===== src/hw/rtl/rfb_pkg.sv =====
// ----------------------------------------------------------------------------
// rfb_pkg
// Shared types, constants and helpers for the rotating field boundary block.
// ----------------------------------------------------------------------------
package rfb_pkg;

  localparam int CORDIC_STAGES = 16;
  localparam int CW            = 34;   // CORDIC datapath width
  localparam int CFG_IDX_W     = 8;

  localparam logic [CFG_IDX_W-1:0] REG_ANGULAR_RATE    = 8'd0;
  localparam logic [CFG_IDX_W-1:0] REG_FIELD_AMPLITUDE = 8'd1;
  localparam logic [CFG_IDX_W-1:0] REG_START_PHASE     = 8'd2;

  localparam logic signed [CW-1:0] INV_GAIN_Q30 = 34'sd652032874;

  // quadrant codes
  localparam logic [1:0] QUAD_0 = 2'd0;
  localparam logic [1:0] QUAD_1 = 2'd1;
  localparam logic [1:0] QUAD_2 = 2'd2;
  localparam logic [1:0] QUAD_3 = 2'd3;

  // arctangent of 2^-i in 2^-32 turn
  function automatic logic [31:0] atan_turn(input int i);
    logic [31:0] r;
    case (i)
      0:  r = 32'd536870912;  1:  r = 32'd316933406;  2:  r = 32'd167458907;
      3:  r = 32'd85004756;   4:  r = 32'd42667331;   5:  r = 32'd21354465;
      6:  r = 32'd10679838;   7:  r = 32'd5340245;    8:  r = 32'd2670163;
      9:  r = 32'd1335087;    10: r = 32'd667544;     11: r = 32'd333772;
      12: r = 32'd166886;     13: r = 32'd83443;      14: r = 32'd41722;
      15: r = 32'd20861;      16: r = 32'd10430;      17: r = 32'd5215;
      18: r = 32'd2608;       19: r = 32'd1304;       20: r = 32'd652;
      21: r = 32'd326;        22: r = 32'd163;        23: r = 32'd81;
      24: r = 32'd41;         25: r = 32'd20;         26: r = 32'd10;
      27: r = 32'd5;          28: r = 32'd3;          29: r = 32'd1;
      30: r = 32'd1;          default: r = 32'd0;
    endcase
    return r;
  endfunction

  // clamp a wide signed value to 32 bits
  function automatic logic signed [31:0] sat32(input logic signed [67:0] v);
    logic signed [31:0] r;
    if (v > 68'sd2147483647)       r = 32'sh7fffffff;
    else if (v < -68'sd2147483648) r = 32'sh80000000;
    else                           r = v[31:0];
    return r;
  endfunction

  // word delayed alongside the CORDIC pipe
  typedef struct packed {
    logic signed [34:0] en;
    logic signed [34:0] et;
    logic signed [31:0] ez;
    logic signed [31:0] bz;
    logic signed [31:0] phi;
    logic signed [31:0] psi;
    logic signed [15:0] nx;
    logic signed [15:0] ny;
  } side_t;

endpackage


===== src/hw/rtl/rfb_cordic.sv =====
// ----------------------------------------------------------------------------
// rfb_cordic
// Pipelined rotation CORDIC, one stage per register, then quadrant turn.
// ----------------------------------------------------------------------------
module rfb_cordic
  import rfb_pkg::*;
(
  input  logic                 clk,
  input  logic                 rst_n,
  input  logic                 adv,
  input  logic                 in_valid,
  input  logic signed [CW-1:0] in_z,
  input  logic [1:0]           in_quad,
  output logic                 out_valid,
  output logic signed [CW-1:0] cos_o,
  output logic signed [CW-1:0] sin_o
);

  logic signed [CW-1:0] x_r [CORDIC_STAGES];
  logic signed [CW-1:0] y_r [CORDIC_STAGES];
  logic signed [CW-1:0] z_r [CORDIC_STAGES];
  logic [1:0]           q_r [CORDIC_STAGES];
  logic [CORDIC_STAGES-1:0] v_r;

  for (genvar i = 0; i < CORDIC_STAGES; i++) begin : g_stage
    logic signed [CW-1:0] xi, yi, zi, at;
    logic [1:0]           qi;
    logic                 vi;
    if (i == 0) begin : g_first
      assign xi = INV_GAIN_Q30;
      assign yi = '0;
      assign zi = in_z;
      assign qi = in_quad;
      assign vi = in_valid;
    end else begin : g_next
      assign xi = x_r[i-1];
      assign yi = y_r[i-1];
      assign zi = z_r[i-1];
      assign qi = q_r[i-1];
      assign vi = v_r[i-1];
    end
    assign at = CW'(atan_turn(i));

    // rotate toward zero residual angle
    always_ff @(posedge clk) begin
      if (!rst_n) begin
        v_r[i] <= 1'b0;
      end else if (adv) begin
        v_r[i] <= vi;
      end
      if (adv) begin
        q_r[i] <= qi;
        if (!zi[CW-1]) begin
          x_r[i] <= xi - (yi >>> i);
          y_r[i] <= yi + (xi >>> i);
          z_r[i] <= zi - at;
        end else begin
          x_r[i] <= xi + (yi >>> i);
          y_r[i] <= yi - (xi >>> i);
          z_r[i] <= zi + at;
        end
      end
    end
  end

  // turn the pair by whole quarter turns
  always_comb begin
    unique case (q_r[CORDIC_STAGES-1])
      QUAD_0: begin cos_o = x_r[CORDIC_STAGES-1];  sin_o = y_r[CORDIC_STAGES-1];  end
      QUAD_1: begin cos_o = -y_r[CORDIC_STAGES-1]; sin_o = x_r[CORDIC_STAGES-1];  end
      QUAD_2: begin cos_o = -x_r[CORDIC_STAGES-1]; sin_o = -y_r[CORDIC_STAGES-1]; end
      default: begin cos_o = y_r[CORDIC_STAGES-1]; sin_o = -x_r[CORDIC_STAGES-1]; end
    endcase
  end

  assign out_valid = v_r[CORDIC_STAGES-1];

  a_hold: assert property (@(posedge clk) disable iff (!rst_n)
    !adv |=> $stable(v_r)) else $error("cordic valids moved while held");

endmodule


===== config.mk =====
export PLATFORM = sky130hd
export DESIGN_NAME = rfb_cordic
export DESIGN_NICKNAME = d
export VERILOG_FILES = /design/src/hw/rtl/rfb_pkg.sv /design/src/hw/rtl/rfb_cordic.sv
export SDC_FILE = /design/constraint.sdc
export NUM_CORES = 2
export LEC_CHECK = 0
export BUFFER_PORTS_ARGS = -buffer_cell sky130_fd_sc_hd__clkbuf_2
export CORE_ASPECT_RATIO = 0.75
export CORE_MARGIN = 4
export CORE_UTILIZATION = 55
export DETAILED_ROUTE_END_ITERATION = 7
export PLACE_DENSITY = 0.74
export SLEW_MARGIN = 15
export SYNTH_ARGS = -nofsm -noshare
export SYNTH_HDL_FRONTEND = slang
export SYNTH_SLANG_ARGS = --single-unit

===== constraint.sdc =====
create_clock -name clk -period 7.41 [get_ports clk]
set_clock_uncertainty 0.15 [all_clocks]
set_input_delay 1.482 -clock clk [delete_from_list [all_inputs] [get_ports clk]]
set_output_delay 1.482 -clock clk [all_outputs]
set_load 0.005 [all_outputs]

Word level (Yosys, flattened, before mapping)

Memory sizes are Yosys's and may differ from the RTL's.
Cells that the tools add are included.

$add $sub $neg: 94
Multipliers: 0
Div/mod/pow operators: 0
$lt $le $gt $ge: 0
Eq/ne operators: 2
Shifts and indexed selects: 0
Muxes and demuxes: 148
Bitwise gates (word level): 48
Reductions and logical operators: 1

Operators with widths:

| kind                             | count |
|---|---|
| two-way mux 34 bit               | 48 |
| case mux 34 bit (3 select lines) | 2 |
| two-way mux 1 bit                | 98 |
| adder 34 x 19 -> 34 bit          | 2 |
| adder 34 x 20 -> 34 bit          | 2 |
| adder 34 x 21 -> 34 bit          | 2 |
| adder 34 x 22 -> 34 bit          | 2 |
| adder 34 x 23 -> 34 bit          | 2 |
| adder 34 x 24 -> 34 bit          | 2 |
| adder 34 x 25 -> 34 bit          | 2 |
| adder 34 x 26 -> 34 bit          | 2 |
| adder 34 x 27 -> 34 bit          | 2 |
| adder 34 x 28 -> 34 bit          | 2 |
| adder 34 x 29 -> 34 bit          | 2 |
| adder 34 x 30 -> 34 bit          | 2 |
| adder 34 x 31 -> 34 bit          | 2 |
| adder 34 x 32 -> 34 bit          | 2 |
| adder 34 x 33 -> 34 bit          | 2 |
| negator 34 bit                   | 2 |
| subtractor 34 x 19 -> 34 bit     | 2 |
| subtractor 34 x 20 -> 34 bit     | 2 |
| subtractor 34 x 21 -> 34 bit     | 2 |
| subtractor 34 x 22 -> 34 bit     | 2 |
| subtractor 34 x 23 -> 34 bit     | 2 |
| other kinds (46)                 | 103 |

Flip-flop bits (word level): 16
Bits in latches: 0
RAM bits: 1,664
Bits in read-only memories: 0
Input bits: 40
Output and inout bits: 69
Logic and storage cells: 313
Memories: 4

Memories:

| memory | words | width | read ports | clocked after memory_dff | wr ports | RTL line         | RTL |
|---|---|---|---|---|---|---|---|
| x_r    | 16    | 34    | 16         | 0                        | 16       | rfb_cordic.sv:19 | `logic signed [CW-1:0] x_r [CORDIC_STAGES];` |
| y_r    | 16    | 34    | 16         | 0                        | 16       | rfb_cordic.sv:20 | `logic signed [CW-1:0] y_r [CORDIC_STAGES];` |
| z_r    | 16    | 34    | 15         | 0                        | 16       | rfb_cordic.sv:21 | `logic signed [CW-1:0] z_r [CORDIC_STAGES];` |
| q_r    | 16    | 2     | 16         | 0                        | 16       | rfb_cordic.sv:22 | `logic [1:0] q_r [CORDIC_STAGES];` |

Longest topological paths before layout

An unclocked memory read counts as a cell.

Depth after elaboration: 5
Gate-level depth with buffers: 23
Gate-level depth less buffers: 23

Worst setup path after synthesis

No wires, ideal clock.

Path kind: input -> register
Start: in adv
End: mem z_r[1][30], in the netlist z_r[0][64] (data pin)
Setup time: 0.259 ns
Arrival: 6.311 ns
Data required time: 7.001 ns
Slack: 0.690 ns
Cell stages on the path: 18
Buffers on the path: 4
Cells stage by stage: clkbuf_1 -> clkbuf_1 -> clkbuf_1 -> buf_1 -> nand2_1 -> inv_1 -> ha_1 -> a21o_1 -> a21o_1 -> a2111oi_0 -> nor4_1 -> o21ai_0 -> a21oi_1 -> o21ai_0 -> a21oi_1 -> a21o_1 -> a21oi_1 -> xnor2_1

RTL lines:

| element            | RTL line         | RTL |
|---|---|---|
| start: declaration | rfb_cordic.sv:10 | `input logic adv,` |
| end: declaration   | rfb_cordic.sv:21 |  |

==> out/metrics.cfg <==
[layout]
final_common_cell = edfxtp_1
drive_gt1_share_pct = 4.60
fillers = 19500
multi_input_area_sq_um = 78900
syn_to_final_growth_pct = 7.86
regArea_sq_um = 45500
mostFrequentLayoutCells = edfxtp_1 (1503), a21oi_1 (1401), ha_1 (1396), xnor2_1 (1329), nor2_1 (997)
fin_nets = 14900
final-instance-count-excl-fill = 16600

[logic_synthesis]
synth_warnings = 0
synth-seq-area-share_pct = 35.8
avgSynthCellArea_sq_um = 9.63
synth-seq-cells = 1519
yosys.cell_types.count = 83
syn_area_sq_um = 127000
synth_nets = 14700
async_reset_ff_share_pct = 0
syn_inst = 13200
ys.flop_type = edfxtp_1
synth_enable_flop_cells = 1503

[setup_path]
r2r_slack_ps = 1050
cp_top_family = simple AND/OR/NAND/NOR gates
critPathCaptureType = primary output
crit_cells = 13
worstSetupStartpointType = flip-flop
crit_chain = inv_1, ha_1, nand2_1, or3_1, or3_1, nand2b_1, or4_1, nand2b_1, o41ai_2, xnor2_1, nor2_1, a21oi_1, clkbuf_2
worstSetupPathType = flip-flop to primary output
path_buf_inv = 2
r2r_cells = 16
crit_path_max_fanout = 5
required_ps = 5780
cpPeakStageDelay_ps = 600
critPathSlowestCell = or4_1
arrival_ps = 4900

[routing]
wirelength_um = 371000
drcViolationCount = 0
routed_via_density = 6.26
vias = 104000
dr.pass1.iters = 6
drt_iter0_drc = 11500
post_drt_wl_per_cell_um = 22.3
detail-route-antenna-nets = 0

[floorplanning]
core_region_area_sq_um = 229000
rows = 152
die_area_sq_um = 239000
dieHeight_um = 424
die_x_um = 563
initial_core_util_pct = 55.4
io_pins = 109

[sta]
tightest_slew_ps = 1310
setup_tns_ps = 0
final.period_utilization_pct = 88.1
finalSetupViolCount = 0
hold_viol = 0
period_needed_ps = 6530
fmax_ghz = 0.153
slew_violations = 0
rsz0062_at_grt = no
slew_headroom_pct = 10.1

[clocking]
cts_setup_buffers = 0
cts_tree = done
cts-root-buf = clkbuf_16
cts_resized = 0
htreeDepth = 4
cts_made_buffers = 174
clk_latency_ps = 860
cts.path.max_buffers = 4
cts.sinks = 1519
postCtsHoldBufs = 0
path_clk_slew_ps = 60

[placed_design]
place_inst = 16300
gp_congestion = 0.987
port_buffers = 108
dp_hpwl_um = 297000

[global_routing]
antenna_found_initial = 18
grt_usage_pct = 30.2
grt_pass1_wl_um = 572000
grt.overflow.total = 0
grt_max_degree = 190
grt_pass1_vias = 97000

[min_path]
worstHoldPathCells = 0
hp-class = flip-flop to flip-flop

[outcome]
status = finished clean

[job]
maxCapViolations = 0

metrics by stage:
stage / setup WS (ps) / util (%) / instance area [sq um] / hold WS, ps
floorplan: 690 / - / 127000 / 250
finish: 881 / 59.8 / 137000 / 242
global placement: 560 / 57.4 / 132000 / 251
detailed placement: 508 / 57.4 / 132000 / 255
global route: 745 / 59.8 / 137000 / 252
CTS: 920 / 59.8 / 137000 / 236
cells in the mapped netlist, types with 26 or more instances:
library cell  instances  area, sq um
edfxtp_1           1503        45100
a21oi_1            1401         7010
ha_1               1396        17500
xnor2_1            1329        11600
nor2_1              997         3740
a21o_1              762         5720
nand2_1             719         2700
o21ai_0             718         3590
xor2_1              632         5540
inv_1               527         1980
nor3_1              273         1370
nor2b_1             211         1320
nand3_1             206         1030
nand2b_1            204         1280
o21a_1              200         1500
clkbuf_1            182          683
o21bai_1            180         1350
o31ai_1             133          998
and3_1              129          807
or3_1               123          769
a31oi_1             114          713
a211oi_1             95          713
nand4_1              89          557
mux2i_1              85          851
nor4_1               79          494
and2_1               66          413
o211ai_1             58          435
or2_2                52          325
o41ai_1              51          447
a21boi_0             47          353
fa_1                 46          921
buf_1                45          169
mux2_2               45          507
o31a_1               39          342
or4_1                38          285
a2111oi_0            33          289
nand3b_1             33          248
nor3b_1              32          240
a221oi_1             26          228
state kept, by name, indices dropped and copies added, names as in the netlist:
name        flops
out_valid       1
g_stage.vi     15
q_r            32
z_r           476
y_r           511
x_r           484
kinds of logic after synthesis:
kind of cell / Yosys count / synth area share [%]
AO/OA/AOI/OAI: 4081 / 20.3
AND/OR/NAND/NOR: 3309 / 12.7
flip-flops: 1519 / 35.8
adder cells (fa/ha/maj): 1442 / 14.5
XOR/XNOR: 1961 / 13.5
multiplexers: 132 / 1.10
buffers and inverters: 758 / 2.24
final cells by class:
| type | instances | share of cell area (%) |
|---|---|---|
| Inverter | 529 | 1.45 |
| Timing Repair Buffer | 225 | 1.09 |
| Multi-Input combinational cell | 10900 | 57.5 |
| Tap cell | 3080 | 2.81 |
| Antenna cell | 6 | 0.0109 |
| Clock buffer | 210 | 3.34 |
| Clock inverter | 91 | 0.641 |
| Sequential cell | 1519 | 33.1 |
worst paths after layout:
| path | end | startpoint |
|---|---|---|
| max | cos_o[30] | x_r[1][238] |
| min | q_r[1][13] | q_r[1][11] |
| max reg2reg | x_r[0][168] | y_r[0][116] |
| min reg2reg | q_r[1][13] | q_r[1][11] |
routing by layer:
metal | global-route usage (%) | part of all wire (%)
met3 | 5.39 | 9.1
met2 | 41.7 | 39
met5 | 0 | 0
met4 | 5.58 | 1.9
met1 | 48.9 | 50
Power is left out: the tool's default activity adds up to more than one toggle a clock period on the data nets, which glitch-free logic cannot reach.
